$ cat config.mk
export PLATFORM = sky130hd
export DESIGN_NAME = rv32im_execute_unit
export DESIGN_NICKNAME = d
export VERILOG_FILES = /design/src/rtl/rvex_pkg.sv /design/src/rtl/rv32im_execute_unit.sv /design/src/rtl/rvex_regfile.sv /design/src/rtl/rvex_serial_alu.sv /design/src/rtl/rvex_shifter.sv /design/src/rtl/rvex_mdu.sv
export SDC_FILE = /design/constraint.sdc
export NUM_CORES = 2
export LEC_CHECK = 0
export BUFFER_PORTS_ARGS = -buffer_cell sky130_fd_sc_hd__buf_4
export CAP_MARGIN = 20
export CORE_UTILIZATION = 42
export DETAILED_ROUTE_END_ITERATION = 16
export REMOVE_ABC_BUFFERS = 1
export SYNTH_ARGS = -nofsm -noshare
export SYNTH_HDL_FRONTEND = slang
export SYNTH_SLANG_ARGS = --single-unit
$ cat constraint.sdc
create_clock -name i_clk -period 6.9 [get_ports i_clk]
set_input_delay 1.38 -clock i_clk [delete_from_list [all_inputs] [get_ports i_clk]]
set_output_delay 1.38 -clock i_clk [all_outputs]
set_load 0.05 [all_outputs]
$ cat src/rtl/rvex_pkg.sv
// ============================================================================
// rvex_pkg
// Shared types, opcodes and function codes for the RV32IM execute unit.
// ============================================================================
package rvex_pkg;

    localparam int XLEN      = 32;
    localparam int REG_COUNT = 32;
    localparam int REG_AW    = $clog2(REG_COUNT);
    localparam int CNT_W     = $clog2(XLEN);

    typedef struct packed {
        logic [31:0] instruction_word;
        logic [31:0] instruction_address;
    } t_in_item;

    typedef struct packed {
        logic [31:0] next_address;
        logic        write_enable;
        logic [4:0]  dest_index;
        logic [31:0] dest_value;
        logic        illegal;
    } t_out_item;

    // major opcodes
    localparam logic [6:0] OPC_OP     = 7'h33;
    localparam logic [6:0] OPC_OPIMM  = 7'h13;
    localparam logic [6:0] OPC_LUI    = 7'h37;
    localparam logic [6:0] OPC_AUIPC  = 7'h17;
    localparam logic [6:0] OPC_JAL    = 7'h6f;
    localparam logic [6:0] OPC_JALR   = 7'h67;
    localparam logic [6:0] OPC_BRANCH = 7'h63;
    localparam logic [6:0] OPC_FENCE  = 7'h0f;

    // funct7
    localparam logic [6:0] F7_BASE   = 7'h00;
    localparam logic [6:0] F7_ALT    = 7'h20;
    localparam logic [6:0] F7_MULDIV = 7'h01;

    // funct3, base ALU
    localparam logic [2:0] F3_ADD  = 3'd0;
    localparam logic [2:0] F3_SLL  = 3'd1;
    localparam logic [2:0] F3_SLT  = 3'd2;
    localparam logic [2:0] F3_SLTU = 3'd3;
    localparam logic [2:0] F3_XOR  = 3'd4;
    localparam logic [2:0] F3_SR   = 3'd5;
    localparam logic [2:0] F3_OR   = 3'd6;
    localparam logic [2:0] F3_AND  = 3'd7;

    // funct3, M extension
    localparam logic [2:0] F3_MUL    = 3'd0;
    localparam logic [2:0] F3_MULH   = 3'd1;
    localparam logic [2:0] F3_MULHSU = 3'd2;
    localparam logic [2:0] F3_MULHU  = 3'd3;
    localparam logic [2:0] F3_DIV    = 3'd4;
    localparam logic [2:0] F3_DIVU   = 3'd5;
    localparam logic [2:0] F3_REM    = 3'd6;
    localparam logic [2:0] F3_REMU   = 3'd7;

    // funct3, branches
    localparam logic [2:0] F3_BEQ  = 3'd0;
    localparam logic [2:0] F3_BNE  = 3'd1;
    localparam logic [2:0] F3_BLT  = 3'd4;
    localparam logic [2:0] F3_BGE  = 3'd5;
    localparam logic [2:0] F3_BLTU = 3'd6;
    localparam logic [2:0] F3_BGEU = 3'd7;

    // funct3, fence
    localparam logic [2:0] F3_FENCE  = 3'd0;
    localparam logic [2:0] F3_FENCEI = 3'd1;

    typedef enum logic [2:0] {
        ALU_ADD  = 3'd0,
        ALU_SUB  = 3'd1,
        ALU_SLT  = 3'd2,
        ALU_SLTU = 3'd3,
        ALU_XOR  = 3'd4,
        ALU_OR   = 3'd5,
        ALU_AND  = 3'd6
    } t_alu_op;

    typedef enum logic [1:0] {
        SH_SLL = 2'd0,
        SH_SRL = 2'd1,
        SH_SRA = 2'd2
    } t_shift_kind;

    typedef struct packed {
        logic eq;
        logic lt;
        logic ltu;
    } t_cmp_flags;

endpackage

$ cat src/rtl/rv32im_execute_unit.sv
// ============================================================================
// rv32im_execute_unit
// RV32IM integer execute unit with bit-serial datapath and register file.
// ============================================================================
// Usage:
//   Input channel (i_in_valid / o_in_stall / i_in_data) carries one
//   instruction word and its pc per transaction. Output channel
//   (o_out_valid / i_out_stall / o_out_data) returns one transaction per
//   instruction: next pc, register writeback and the illegal flag.
//   One instruction is in flight at a time. After acceptance the unit
//   reads the register file, loads the operands, then runs the serial
//   lanes one bit per cycle, with the shifter or the multiply/divide
//   unit alongside when used; the multiply ends with correction steps for
//   the signed high forms, and its loop sets the worst case. The result
//   goes to a holding register, then to the output register, and the
//   next instruction is taken after that.
//   The output register decouples the sides: the next instruction is taken
//   while a finished result is still stalled, and a second result waits in
//   a holding register until the output frees.
//   Synchronous reset clears the control state and marks every register
//   file entry as zero at once; no clearing pass is needed.
// ============================================================================
module rv32im_execute_unit (
    input  logic                i_clk,
    input  logic                i_rst_n,
    input  logic                i_in_valid,
    output logic                o_in_stall,
    input  rvex_pkg::t_in_item  i_in_data,
    output logic                o_out_valid,
    input  logic                i_out_stall,
    output rvex_pkg::t_out_item o_out_data
);
    import rvex_pkg::*;

    typedef enum logic [4:0] {
        S_IDLE = 5'b00001,
        S_READ = 5'b00010,
        S_LOAD = 5'b00100,
        S_RUN  = 5'b01000,
        S_OUT  = 5'b10000
    } t_state;

    t_state      r_state;
    logic [31:0] r_word;
    logic [31:0] r_pc;
    logic        r_lane_done;
    logic        r_aux_done;
    t_out_item   r_pend;
    t_out_item   r_out;
    logic        r_out_valid;

    // instruction fields
    logic [6:0]  opc;
    logic [4:0]  rd, rs1, rs2;
    logic [2:0]  f3;
    logic [6:0]  f7;
    logic        rd_ok, rs1_ok, rs2_ok;
    logic [31:0] imm_i, imm_u, imm_j, imm_b;

    // decode results
    logic        legal, has_rd, use_shift, use_mdu;
    t_alu_op     alu_op;
    logic [31:0] alu_x, alu_y, tgt_off;
    t_shift_kind sh_kind;
    logic [CNT_W-1:0] sh_amt;

    // datapath
    logic [31:0] rf_a, rf_b;
    logic        rf_we;
    logic        d0, d1, d2, sh_done, md_done;
    logic [31:0] res0, res1, res2, sh_res, md_res;
    t_cmp_flags  flags0, flags1, flags2;
    logic        take, wr, finish, lane_now, aux_now;
    logic [31:0] val, next_pc;
    t_out_item   item;
    logic        in_fire, out_fire, slot_free;

    assign in_fire    = i_in_valid && !o_in_stall;
    assign o_in_stall = (r_state != S_IDLE);
    assign out_fire   = r_out_valid && !i_out_stall;
    assign slot_free  = !r_out_valid || !i_out_stall;

    always_comb begin
        opc    = r_word[6:0];
        rd     = r_word[11:7];
        f3     = r_word[14:12];
        rs1    = r_word[19:15];
        rs2    = r_word[24:20];
        f7     = r_word[31:25];
        rd_ok  = ({1'b0, rd}  < 6'(REG_COUNT));
        rs1_ok = ({1'b0, rs1} < 6'(REG_COUNT));
        rs2_ok = ({1'b0, rs2} < 6'(REG_COUNT));
        imm_i  = {{20{r_word[31]}}, r_word[31:20]};
        imm_u  = {r_word[31:12], 12'd0};
        imm_j  = {{12{r_word[31]}}, r_word[19:12], r_word[20], r_word[30:21], 1'b0};
        imm_b  = {{20{r_word[31]}}, r_word[7], r_word[30:25], r_word[11:8], 1'b0};
    end

    // decode: legality, lane operands and engine selection
    always_comb begin
        legal     = 1'b0;
        has_rd    = 1'b0;
        use_shift = 1'b0;
        use_mdu   = 1'b0;
        alu_op    = ALU_ADD;
        alu_x     = '0;
        alu_y     = '0;
        tgt_off   = imm_b;
        sh_kind   = (f3 == F3_SLL) ? SH_SLL : (r_word[30] ? SH_SRA : SH_SRL);
        sh_amt    = rs2;
        unique case (opc)
            OPC_OP: begin
                legal  = rd_ok && rs1_ok && rs2_ok &&
                         ((f7 == F7_BASE) || (f7 == F7_MULDIV) ||
                          ((f7 == F7_ALT) && ((f3 == F3_ADD) || (f3 == F3_SR))));
                has_rd = 1'b1;
                alu_x  = rf_a;
                alu_y  = rf_b;
                sh_amt = rf_b[CNT_W-1:0];
                if (f7 == F7_MULDIV) begin
                    use_mdu = 1'b1;
                end else if ((f3 == F3_SLL) || (f3 == F3_SR)) begin
                    use_shift = 1'b1;
                end
                unique case (f3)
                    F3_ADD:  alu_op = (f7 == F7_ALT) ? ALU_SUB : ALU_ADD;
                    F3_SLT:  alu_op = ALU_SLT;
                    F3_SLTU: alu_op = ALU_SLTU;
                    F3_XOR:  alu_op = ALU_XOR;
                    F3_OR:   alu_op = ALU_OR;
                    F3_AND:  alu_op = ALU_AND;
                    default: alu_op = ALU_ADD;
                endcase
            end
            OPC_OPIMM: begin
                has_rd = 1'b1;
                alu_x  = rf_a;
                alu_y  = imm_i;
                if (f3 == F3_SLL) begin
                    legal = rd_ok && rs1_ok && (f7 == F7_BASE);
                end else if (f3 == F3_SR) begin
                    legal = rd_ok && rs1_ok && ((f7 == F7_BASE) || (f7 == F7_ALT));
                end else begin
                    legal = rd_ok && rs1_ok;
                end
                use_shift = (f3 == F3_SLL) || (f3 == F3_SR);
                unique case (f3)
                    F3_SLT:  alu_op = ALU_SLT;
                    F3_SLTU: alu_op = ALU_SLTU;
                    F3_XOR:  alu_op = ALU_XOR;
                    F3_OR:   alu_op = ALU_OR;
                    F3_AND:  alu_op = ALU_AND;
                    default: alu_op = ALU_ADD;
                endcase
            end
            OPC_LUI: begin
                legal  = rd_ok;
                has_rd = 1'b1;
                alu_y  = imm_u;
            end
            OPC_AUIPC: begin
                legal  = rd_ok;
                has_rd = 1'b1;
                alu_x  = r_pc;
                alu_y  = imm_u;
            end
            OPC_JAL: begin
                legal   = rd_ok;
                has_rd  = 1'b1;
                tgt_off = imm_j;
            end
            OPC_JALR: begin
                legal  = (f3 == F3_ADD) && rd_ok && rs1_ok;
                has_rd = 1'b1;
                alu_x  = rf_a;
                alu_y  = imm_i;
            end
            OPC_BRANCH: begin
                legal  = (f3 != F3_SLT) && (f3 != F3_SLTU) && rs1_ok && rs2_ok;
                alu_op = ALU_SUB;
                alu_x  = rf_a;
                alu_y  = rf_b;
            end
            OPC_FENCE: begin
                legal = (f3 == F3_FENCE) || (f3 == F3_FENCEI);
            end
            default: legal = 1'b0;
        endcase
    end

    rvex_regfile u_regfile (
        .i_clk     (i_clk),
        .i_rst_n   (i_rst_n),
        .i_re      (r_state == S_READ),
        .i_raddr_a (rs1[REG_AW-1:0]),
        .i_raddr_b (rs2[REG_AW-1:0]),
        .o_rdata_a (rf_a),
        .o_rdata_b (rf_b),
        .i_we      (rf_we),
        .i_waddr   (rd[REG_AW-1:0]),
        .i_wdata   (val)
    );

    // lane 0: main ALU, lane 1: pc + 4, lane 2: pc + branch/jump offset
    rvex_serial_alu u_lane_alu (
        .i_clk    (i_clk),
        .i_rst_n  (i_rst_n),
        .i_start  (r_state == S_LOAD),
        .i_op     (alu_op),
        .i_x      (alu_x),
        .i_y      (alu_y),
        .o_done   (d0),
        .o_result (res0),
        .o_flags  (flags0)
    );

    rvex_serial_alu u_lane_link (
        .i_clk    (i_clk),
        .i_rst_n  (i_rst_n),
        .i_start  (r_state == S_LOAD),
        .i_op     (ALU_ADD),
        .i_x      (r_pc),
        .i_y      (32'd4),
        .o_done   (d1),
        .o_result (res1),
        .o_flags  (flags1)
    );

    rvex_serial_alu u_lane_target (
        .i_clk    (i_clk),
        .i_rst_n  (i_rst_n),
        .i_start  (r_state == S_LOAD),
        .i_op     (ALU_ADD),
        .i_x      (r_pc),
        .i_y      (tgt_off),
        .o_done   (d2),
        .o_result (res2),
        .o_flags  (flags2)
    );

    rvex_shifter u_shifter (
        .i_clk    (i_clk),
        .i_rst_n  (i_rst_n),
        .i_start  ((r_state == S_LOAD) && use_shift),
        .i_kind   (sh_kind),
        .i_value  (rf_a),
        .i_amount (sh_amt),
        .o_done   (sh_done),
        .o_result (sh_res)
    );

    rvex_mdu u_mdu (
        .i_clk    (i_clk),
        .i_rst_n  (i_rst_n),
        .i_start  ((r_state == S_LOAD) && use_mdu),
        .i_funct3 (f3),
        .i_a      (rf_a),
        .i_b      (rf_b),
        .o_done   (md_done),
        .o_result (md_res)
    );

    // completion: all three lanes plus the shifter or MDU when used
    always_comb begin
        lane_now = r_lane_done || (d0 && d1 && d2);
        aux_now  = r_aux_done || sh_done || md_done;
        finish   = (r_state == S_RUN) && lane_now && aux_now;
    end

    // result assembly
    always_comb begin
        unique case (f3)
            F3_BEQ:  take = flags0.eq;
            F3_BNE:  take = !flags0.eq;
            F3_BLT:  take = flags0.lt;
            F3_BGE:  take = !flags0.lt;
            F3_BLTU: take = flags0.ltu;
            F3_BGEU: take = !flags0.ltu;
            default: take = 1'b0;
        endcase

        if (use_mdu) begin
            val = md_res;
        end else if (use_shift) begin
            val = sh_res;
        end else if ((opc == OPC_JAL) || (opc == OPC_JALR)) begin
            val = res1;
        end else begin
            val = res0;
        end

        unique case (opc)
            OPC_JAL:    next_pc = res2;
            OPC_JALR:   next_pc = {res0[31:1], 1'b0};
            OPC_BRANCH: next_pc = take ? res2 : res1;
            default:    next_pc = res1;
        endcase

        wr                = legal && has_rd && (rd != '0);
        item.next_address = legal ? next_pc : res1;
        item.write_enable = wr;
        item.dest_index   = wr ? rd : '0;
        item.dest_value   = wr ? val : '0;
        item.illegal      = !legal;
        rf_we             = finish && wr;
    end

    always_ff @(posedge i_clk) begin
        if (!i_rst_n) begin
            r_state     <= S_IDLE;
            r_out_valid <= 1'b0;
            r_lane_done <= 1'b0;
            r_aux_done  <= 1'b0;
        end else begin
            unique case (r_state)
                S_IDLE: if (in_fire) r_state <= S_READ;
                S_READ: r_state <= S_LOAD;
                S_LOAD: begin
                    r_lane_done <= 1'b0;
                    r_aux_done  <= !(use_shift || use_mdu);
                    r_state     <= S_RUN;
                end
                S_RUN: begin
                    r_lane_done <= lane_now;
                    r_aux_done  <= aux_now;
                    if (finish) r_state <= S_OUT;
                end
                S_OUT: if (slot_free) r_state <= S_IDLE;
                default: r_state <= S_IDLE;
            endcase

            if ((r_state == S_OUT) && slot_free) begin
                r_out_valid <= 1'b1;
            end else if (out_fire) begin
                r_out_valid <= 1'b0;
            end
        end
    end

    always_ff @(posedge i_clk) begin
        if (in_fire) begin
            r_word <= i_in_data.instruction_word;
            r_pc   <= i_in_data.instruction_address;
        end
        if (finish) begin
            r_pend <= item;
        end
        if ((r_state == S_OUT) && slot_free) begin
            r_out <= r_pend;
        end
    end

    assign o_out_valid = r_out_valid;
    assign o_out_data  = r_out;

`ifndef NO_ASSERTIONS
    a_accept_reads: assert property (@(posedge i_clk) disable iff (!i_rst_n)
        in_fire |=> (r_state == S_READ))
        else $error("accepted transaction did not start a register read");

    a_write_at_finish: assert property (@(posedge i_clk) disable iff (!i_rst_n)
        rf_we |-> (r_state == S_RUN))
        else $error("register file written outside completion");

    a_pend_held: assert property (@(posedge i_clk) disable iff (!i_rst_n)
        ((r_state == S_OUT) && !slot_free) |=> (r_state == S_OUT))
        else $error("pending result dropped while output stalled");

    a_illegal_no_write: assert property (@(posedge i_clk) disable iff (!i_rst_n)
        (o_out_valid && o_out_data.illegal) |-> !o_out_data.write_enable)
        else $error("illegal instruction reported a writeback");

    a_no_x0_write: assert property (@(posedge i_clk) disable iff (!i_rst_n)
        (o_out_valid && o_out_data.write_enable) |-> (o_out_data.dest_index != '0))
        else $error("writeback reported for x0");
`endif

endmodule

$ cat src/rtl/rvex_regfile.sv
// ============================================================================
// rvex_regfile
// Integer register file: one write port, two registered read ports.
// ============================================================================
module rvex_regfile (
    input  logic                      i_clk,
    input  logic                      i_rst_n,
    input  logic                      i_re,
    input  logic [rvex_pkg::REG_AW-1:0] i_raddr_a,
    input  logic [rvex_pkg::REG_AW-1:0] i_raddr_b,
    output logic [31:0]               o_rdata_a,
    output logic [31:0]               o_rdata_b,
    input  logic                      i_we,
    input  logic [rvex_pkg::REG_AW-1:0] i_waddr,
    input  logic [31:0]               i_wdata
);
    import rvex_pkg::*;

    logic [31:0]          r_mem [REG_COUNT];
    logic [REG_COUNT-1:0] r_valid;
    logic [31:0]          r_data_a;
    logic [31:0]          r_data_b;
    logic                 r_hit_a;
    logic                 r_hit_b;

    always_ff @(posedge i_clk) begin
        if (i_we) begin
            r_mem[i_waddr] <= i_wdata;
        end
        if (i_re) begin
            r_data_a <= r_mem[i_raddr_a];
            r_data_b <= r_mem[i_raddr_b];
        end
    end

    // never-written entries and x0 read as zero
    always_ff @(posedge i_clk) begin
        if (!i_rst_n) begin
            r_valid <= '0;
            r_hit_a <= 1'b0;
            r_hit_b <= 1'b0;
        end else begin
            if (i_we) begin
                r_valid[i_waddr] <= 1'b1;
            end
            if (i_re) begin
                r_hit_a <= r_valid[i_raddr_a] && (i_raddr_a != '0);
                r_hit_b <= r_valid[i_raddr_b] && (i_raddr_b != '0);
            end
        end
    end

    assign o_rdata_a = r_hit_a ? r_data_a : '0;
    assign o_rdata_b = r_hit_b ? r_data_b : '0;

endmodule

$ cat src/rtl/rvex_serial_alu.sv
// ============================================================================
// rvex_serial_alu
// Bit-serial ALU lane: one bit per cycle, LSB first, plus compare flags.
// ============================================================================
module rvex_serial_alu (
    input  logic                 i_clk,
    input  logic                 i_rst_n,
    input  logic                 i_start,
    input  rvex_pkg::t_alu_op    i_op,
    input  logic [31:0]          i_x,
    input  logic [31:0]          i_y,
    output logic                 o_done,
    output logic [31:0]          o_result,
    output rvex_pkg::t_cmp_flags o_flags
);
    import rvex_pkg::*;

    logic             r_busy;
    logic             r_done;
    logic [CNT_W-1:0] r_cnt;
    t_alu_op          r_op;
    logic [31:0]      r_x;
    logic [31:0]      r_y;
    logic [31:0]      r_res;
    logic             r_c;
    logic             r_neq;
    logic             r_lt;
    logic             r_ltu;

    logic x_bit, y_bit, y_eff, sub, sum, cout, res_bit, last;

    always_comb begin
        sub   = (r_op == ALU_SUB) || (r_op == ALU_SLT) || (r_op == ALU_SLTU);
        x_bit = r_x[0];
        y_bit = r_y[0];
        y_eff = y_bit ^ sub;
        sum   = x_bit ^ y_eff ^ r_c;
        cout  = (x_bit & y_eff) | (x_bit & r_c) | (y_eff & r_c);
        last  = (r_cnt == CNT_W'(XLEN - 1));
        unique case (r_op)
            ALU_XOR: res_bit = x_bit ^ y_bit;
            ALU_OR:  res_bit = x_bit | y_bit;
            ALU_AND: res_bit = x_bit & y_bit;
            default: res_bit = sum;
        endcase
    end

    always_ff @(posedge i_clk) begin
        if (!i_rst_n) begin
            r_busy <= 1'b0;
            r_done <= 1'b0;
            r_cnt  <= '0;
        end else begin
            r_done <= 1'b0;
            if (i_start) begin
                r_busy <= 1'b1;
                r_cnt  <= '0;
            end else if (r_busy) begin
                r_cnt <= r_cnt + 1'b1;
                if (last) begin
                    r_busy <= 1'b0;
                    r_done <= 1'b1;
                end
            end
        end
    end

    always_ff @(posedge i_clk) begin
        if (i_start) begin
            r_op  <= i_op;
            r_x   <= i_x;
            r_y   <= i_y;
            r_c   <= (i_op == ALU_SUB) || (i_op == ALU_SLT) || (i_op == ALU_SLTU);
            r_neq <= 1'b0;
        end else if (r_busy) begin
            r_x   <= {1'b0, r_x[31:1]};
            r_y   <= {1'b0, r_y[31:1]};
            r_res <= {res_bit, r_res[31:1]};
            r_c   <= cout;
            r_neq <= r_neq | (x_bit ^ y_bit);
            if (last) begin
                // sign bits are on the wire in the last cycle
                r_lt  <= (x_bit != y_bit) ? x_bit : sum;
                r_ltu <= !cout;
            end
        end
    end

    always_comb begin
        unique case (r_op)
            ALU_SLT:  o_result = {31'd0, r_lt};
            ALU_SLTU: o_result = {31'd0, r_ltu};
            default:  o_result = r_res;
        endcase
    end

    assign o_done  = r_done;
    assign o_flags = '{eq: !r_neq, lt: r_lt, ltu: r_ltu};

endmodule

$ cat src/rtl/rvex_shifter.sv
// ============================================================================
// rvex_shifter
// Serial shifter: moves the value one position per cycle.
// ============================================================================
module rvex_shifter (
    input  logic                  i_clk,
    input  logic                  i_rst_n,
    input  logic                  i_start,
    input  rvex_pkg::t_shift_kind i_kind,
    input  logic [31:0]           i_value,
    input  logic [rvex_pkg::CNT_W-1:0] i_amount,
    output logic                  o_done,
    output logic [31:0]           o_result
);
    import rvex_pkg::*;

    logic             r_busy;
    logic             r_done;
    logic [CNT_W-1:0] r_cnt;
    t_shift_kind      r_kind;
    logic [31:0]      r_val;
    logic [31:0]      n_val;

    always_comb begin
        unique case (r_kind)
            SH_SLL:  n_val = {r_val[30:0], 1'b0};
            SH_SRA:  n_val = {r_val[31], r_val[31:1]};
            default: n_val = {1'b0, r_val[31:1]};
        endcase
    end

    always_ff @(posedge i_clk) begin
        if (!i_rst_n) begin
            r_busy <= 1'b0;
            r_done <= 1'b0;
            r_cnt  <= '0;
        end else begin
            r_done <= 1'b0;
            if (i_start) begin
                r_busy <= 1'b1;
                r_cnt  <= i_amount;
            end else if (r_busy) begin
                if (r_cnt == '0) begin
                    r_busy <= 1'b0;
                    r_done <= 1'b1;
                end else begin
                    r_cnt <= r_cnt - 1'b1;
                end
            end
        end
    end

    always_ff @(posedge i_clk) begin
        if (i_start) begin
            r_val  <= i_value;
            r_kind <= i_kind;
        end else if (r_busy && (r_cnt != '0)) begin
            r_val <= n_val;
        end
    end

    assign o_done   = r_done;
    assign o_result = r_val;

endmodule

$ cat src/rtl/rvex_mdu.sv
// ============================================================================
// rvex_mdu
// Multiply / divide unit: shift-add multiply and restoring divide, one
// operand bit per cycle.
// ============================================================================
module rvex_mdu (
    input  logic        i_clk,
    input  logic        i_rst_n,
    input  logic        i_start,
    input  logic [2:0]  i_funct3,
    input  logic [31:0] i_a,
    input  logic [31:0] i_b,
    output logic        o_done,
    output logic [31:0] o_result
);
    import rvex_pkg::*;

    typedef enum logic [5:0] {
        M_IDLE   = 6'b000001,
        M_MUL    = 6'b000010,
        M_FIX1   = 6'b000100,
        M_FIX2   = 6'b001000,
        M_DIV    = 6'b010000,
        M_FINISH = 6'b100000
    } t_mstate;

    t_mstate          r_state;
    logic             r_done;
    logic [CNT_W-1:0] r_cnt;
    logic [2:0]       r_f3;
    logic [31:0]      r_hi;     // product high / partial remainder
    logic [31:0]      r_lo;     // product low / quotient
    logic [31:0]      r_ma;     // multiplicand / divisor magnitude
    logic [31:0]      r_b;
    logic             r_na;
    logic             r_nb;
    logic             r_bz;
    logic [31:0]      r_res;

    logic        is_mul, sgn_div, last;
    logic [32:0] mul_sum;
    logic [32:0] div_sh;
    logic [33:0] div_diff;
    logic        div_ge;

    always_comb begin
        is_mul   = !i_funct3[2];
        sgn_div  = (i_funct3 == F3_DIV) || (i_funct3 == F3_REM);
        last     = (r_cnt == CNT_W'(XLEN - 1));
        mul_sum  = {1'b0, r_hi} + (r_lo[0] ? {1'b0, r_ma} : 33'd0);
        div_sh   = {r_hi, r_lo[31]};
        div_diff = {1'b0, div_sh} - {2'b00, r_ma};
        div_ge   = !div_diff[33];
    end

    always_ff @(posedge i_clk) begin
        if (!i_rst_n) begin
            r_state <= M_IDLE;
            r_done  <= 1'b0;
            r_cnt   <= '0;
        end else begin
            r_done <= 1'b0;
            unique case (r_state)
                M_IDLE: begin
                    if (i_start) begin
                        r_cnt   <= '0;
                        r_state <= is_mul ? M_MUL : M_DIV;
                    end
                end
                M_MUL: begin
                    r_cnt <= r_cnt + 1'b1;
                    if (last) begin
                        r_state <= M_FIX1;
                    end
                end
                M_FIX1: r_state <= M_FIX2;
                M_FIX2: r_state <= M_FINISH;
                M_DIV: begin
                    r_cnt <= r_cnt + 1'b1;
                    if (last) begin
                        r_state <= M_FINISH;
                    end
                end
                M_FINISH: begin
                    r_done  <= 1'b1;
                    r_state <= M_IDLE;
                end
                default: r_state <= M_IDLE;
            endcase
        end
    end

    always_ff @(posedge i_clk) begin
        unique case (r_state)
            M_IDLE: begin
                if (i_start) begin
                    r_f3 <= i_funct3;
                    r_b  <= i_b;
                    r_na <= i_a[31];
                    r_nb <= i_b[31];
                    r_bz <= (i_b == '0);
                    r_hi <= '0;
                    if (is_mul) begin
                        r_lo <= i_b;
                        r_ma <= i_a;
                    end else begin
                        r_lo <= (sgn_div && i_a[31]) ? (32'd0 - i_a) : i_a;
                        r_ma <= (sgn_div && i_b[31]) ? (32'd0 - i_b) : i_b;
                    end
                end
            end
            M_MUL: begin
                r_hi <= mul_sum[32:1];
                r_lo <= {mul_sum[0], r_lo[31:1]};
            end
            M_FIX1: begin
                // signed multiplicand: take b back out of the high word
                if (((r_f3 == F3_MULH) || (r_f3 == F3_MULHSU)) && r_na) begin
                    r_hi <= r_hi - r_b;
                end
            end
            M_FIX2: begin
                if ((r_f3 == F3_MULH) && r_nb) begin
                    r_hi <= r_hi - r_ma;
                end
            end
            M_DIV: begin
                r_hi <= div_ge ? div_diff[31:0] : div_sh[31:0];
                r_lo <= {r_lo[30:0], div_ge};
            end
            M_FINISH: begin
                unique case (r_f3)
                    F3_MUL:  r_res <= r_lo;
                    F3_DIV:  r_res <= r_bz ? '1 : ((r_na != r_nb) ? (32'd0 - r_lo) : r_lo);
                    F3_DIVU: r_res <= r_bz ? '1 : r_lo;
                    F3_REM:  r_res <= r_na ? (32'd0 - r_hi) : r_hi;
                    F3_REMU: r_res <= r_hi;
                    default: r_res <= r_hi;
                endcase
            end
            default: ;
        endcase
    end

    assign o_done   = r_done;
    assign o_result = r_res;

endmodule
==> metrics <==
status finished clean; Worst Tran Pin Value 1.28 ns; Yosys top cell area share 59.0%; DR vias 56.5k; routed via count divided by cell count 6.22; Placeable Area 210,000 sq um; crit-path max FO 21; clock-pin slew of the registers on the worst-case setup and hold paths 0.06 ns; post-cts sizing count 0; Crit Reg-Reg Endpoint u_regfile.r_mem[6][2]; Adder-Cell Fraction of Synth Area 1.70%; sequential area share after synthesis 61.0%; FILL cells 17.9k; clock sink count 1,842; Clock Path Buffers 3; FF+latch area 54,400 sq um; setup bufs post-CTS 0; Mapped Area 89,300 sq um; placed cell areas 94,200 sq um; VDD IR max 0.276 mV; post-synth top area cell edfxtp_1; Final setup viols 0; Final Wtd Congestion 0.985; final hold vios 0; mux cell area share after synthesis 17.8%; period utilization 84.5%; max-cap violation count 0; Hold Path End o_out_data[38]; Post-synth EDFFs 1,755; Yosys reg bits 1,842; CP endpoint kind register; Initial Util 42.4%; dpl ws 1.14 ns; hold path cells 0; ys async rst share 0%; Syn Inst Count 6,007; Num CTS Buffers 195; port buffer count 140; HPWL Detailed 185 mm; ys flop type edfxtp_1; starting DRC count in detailed routing 6,996; crit path time final 5.83 ns; antenna violation net count after detailed routing 0; post-synth cell types 88; setup TNS 0 ns; CTS tree built; die width 463 um; synthesized area per cell 14.9 sq um; Final Cell Area 101,000 sq um; grt ovf 0; layout cell share with drive strength beyond 1 22.4%; Setup crit start kind register; Hold-fix buffers, CTS 0; multi-input combinational cell area 33,400 sq um; Max Fclk 0.171 GHz; Final nets 6,300; reg2reg start r_word[3]; die footprint 214,000 sq um; min-delay worst type register to register; dominant cells by area after synthesis edfxtp_1 (59%), mux4_2 (17%), nand2_1 (2.6%); Hold Startpoint r_pend[38]; area fraction in and, or, nand and nor cells after synthesis 6.74%; All-Layer GR Usage 25.2%; area grow syn2layout 12.9%; router iterations before antenna repair 6; max reg flops 1,024; Post-Synth XOR/XNOR Area 1.52%; RSZ-0062 raised after global routing false; drt wl/cell 30.3 um; largest net degree at the start of global routing 133; Crit Path Class register to register; Worst Reg-to-Reg Cells 8; DRC 0; Reg2Reg Setup Slack 1.07 ns; fin worst setup slack 1.07 ns; P_leak 33.2 nW; largest register by flop count u_regfile.r_mem; root buffer cell clkbuf_16; P per Cell Area 241 nW/um^2; Critical Path RT 7.41 ns; Die Ht 463 um; fin. max-slew vios 0; max_slew headroom 14.6%; initial antenna violation count 13; Ports 141; Worst Path Arrival 6.35 ns; worst skew pair latency 0.85 ns; WL final 275 mm; vias in the first global route 54.5k; main combinational cell family by area after synthesis multiplexers; first-pass GRT wire length 395 mm; synthesis warning total 0; skew final 0.0386 ns; # rows 168; final design utilization 47.9%; H-Tree Level Count 4; Synth Area in Compound Gates 8.97%
## layout by cell type (no fill, tap or decap), types with 38 or more instances in the layout
master	count
a211oi_1	63
a21o_1	56
a21oi_1	307
a221o_1	46
a22oi_1	48
a31oi_1	47
a32oi_1	44
and2_1	66
buf_4	254
clkbuf_1	42
clkbuf_16	200
clkinv_1	38
clkinv_2	39
dfxtp_1	86
edfxtp_1	1755
ha_1	112
inv_1	121
mux2_2	71
mux4_2	658
nand2_1	616
nand3_1	48
nor2_1	302
nor2b_1	54
nor3_1	45
o211ai_1	47
o21a_1	64
o21ai_0	330
xnor2_1	91
xor2_1	63
## routing by layer
layer	track usage [%]	vias to the layer above	part of all wire, %
met5	0	-	0.025
met4	8.92	8	3.6
met3	3.72	419	7.9
met2	40.1	2633	48
met1	35.4	29335	41
li1	-	24154	-
## cell families (layout without fill, tap and decap cells)
logic type / after synthesis / count (layout)
buffers and inverters: 530 / 777
other: 1 / 35
AND/OR/NAND/NOR: 1343 / 1343
flip-flops: 1842 / 1842
multiplexers: 758 / 758
AO/OA/AOI/OAI: 1260 / 1260
adder cells (fa/ha/maj): 118 / 118
XOR/XNOR: 155 / 155
## power by group
group	internal (mW)	switching, mW
Sequential	12.2	0.0732
Clock	6.03	4.57
Combinational	0.633	0.757
## worst max-delay path, cell delays in order (launching register included)
cell      delay, ns
edfxtp_1       0.59
nor4b_1        0.92
nor2b_1        0.46
o21ai_0        0.21
a41o_1         0.32
nor4_1         0.66
nand3b_1       0.84
nor2_4         1.06
buf_4          0.40
## synthesized netlist by cell type, drive strengths merged, types with 7 or more instances
cell	n
a211oi	63
a21boi	9
a21o	56
a21oi	309
a221o	46
a221oi	20
a22oi	48
a31oi	47
a32oi	44
and2	70
and3	25
buf	78
clkbuf	326
dfxtp	87
edfxtp	1755
ha	112
inv	125
mux2	71
mux2i	29
mux4	658
nand2	619
nand2b	28
nand3	48
nand3b	19
nand4	22
nor2	337
nor2b	55
nor3	47
nor3b	7
nor4	15
o211ai	47
o21a	64
o21ai	364
o21bai	18
o221ai	11
o22a	7
o22ai	24
o31ai	21
o41ai	14
or2	7
or3	15
or4	17
xnor2	92
xor2	63
## per-stage QoR
stage	instances	hold WS (ns)	power, mW
finish	9093	0.414	24.2
global route	9090	0.418	24.9
CTS	9084	0.416	24.4
detailed placement	8716	0.405	13.9
global placement	8708	0.403	13.9
floorplan	5634	0.400	13.6
## cell type report
cell class | instances | area share (%)
flip-flops and latches | 1842 | 54.0
clock buffers | 254 | 5.29
diodes | 3 | 0.00745
inverters | 126 | 0.471
well taps | 2805 | 3.48
clock inverters | 114 | 1.09
repair buffers | 283 | 2.47
multi-input cells | 3666 | 33.2
## worst max path at each step
stage                    start                 endpoint  slack (ns)  cells past startpoint
floorplan           r_word[20]    u_regfile.r_data_b[0]       -4.96                      3
global placement     r_word[3]  u_regfile.r_mem[10][17]        1.14                      8
detailed placement   r_word[3]  u_regfile.r_mem[22][16]        1.14                      8
CTS                  r_word[3]  u_regfile.r_mem[22][16]        1.11                      8
global route         r_word[3]  u_regfile.r_mem[11][14]        0.71                      8
finish               r_word[3]    u_regfile.r_mem[6][2]        1.07                      8
No activity file was read; power rests on OpenSTA's default activity.
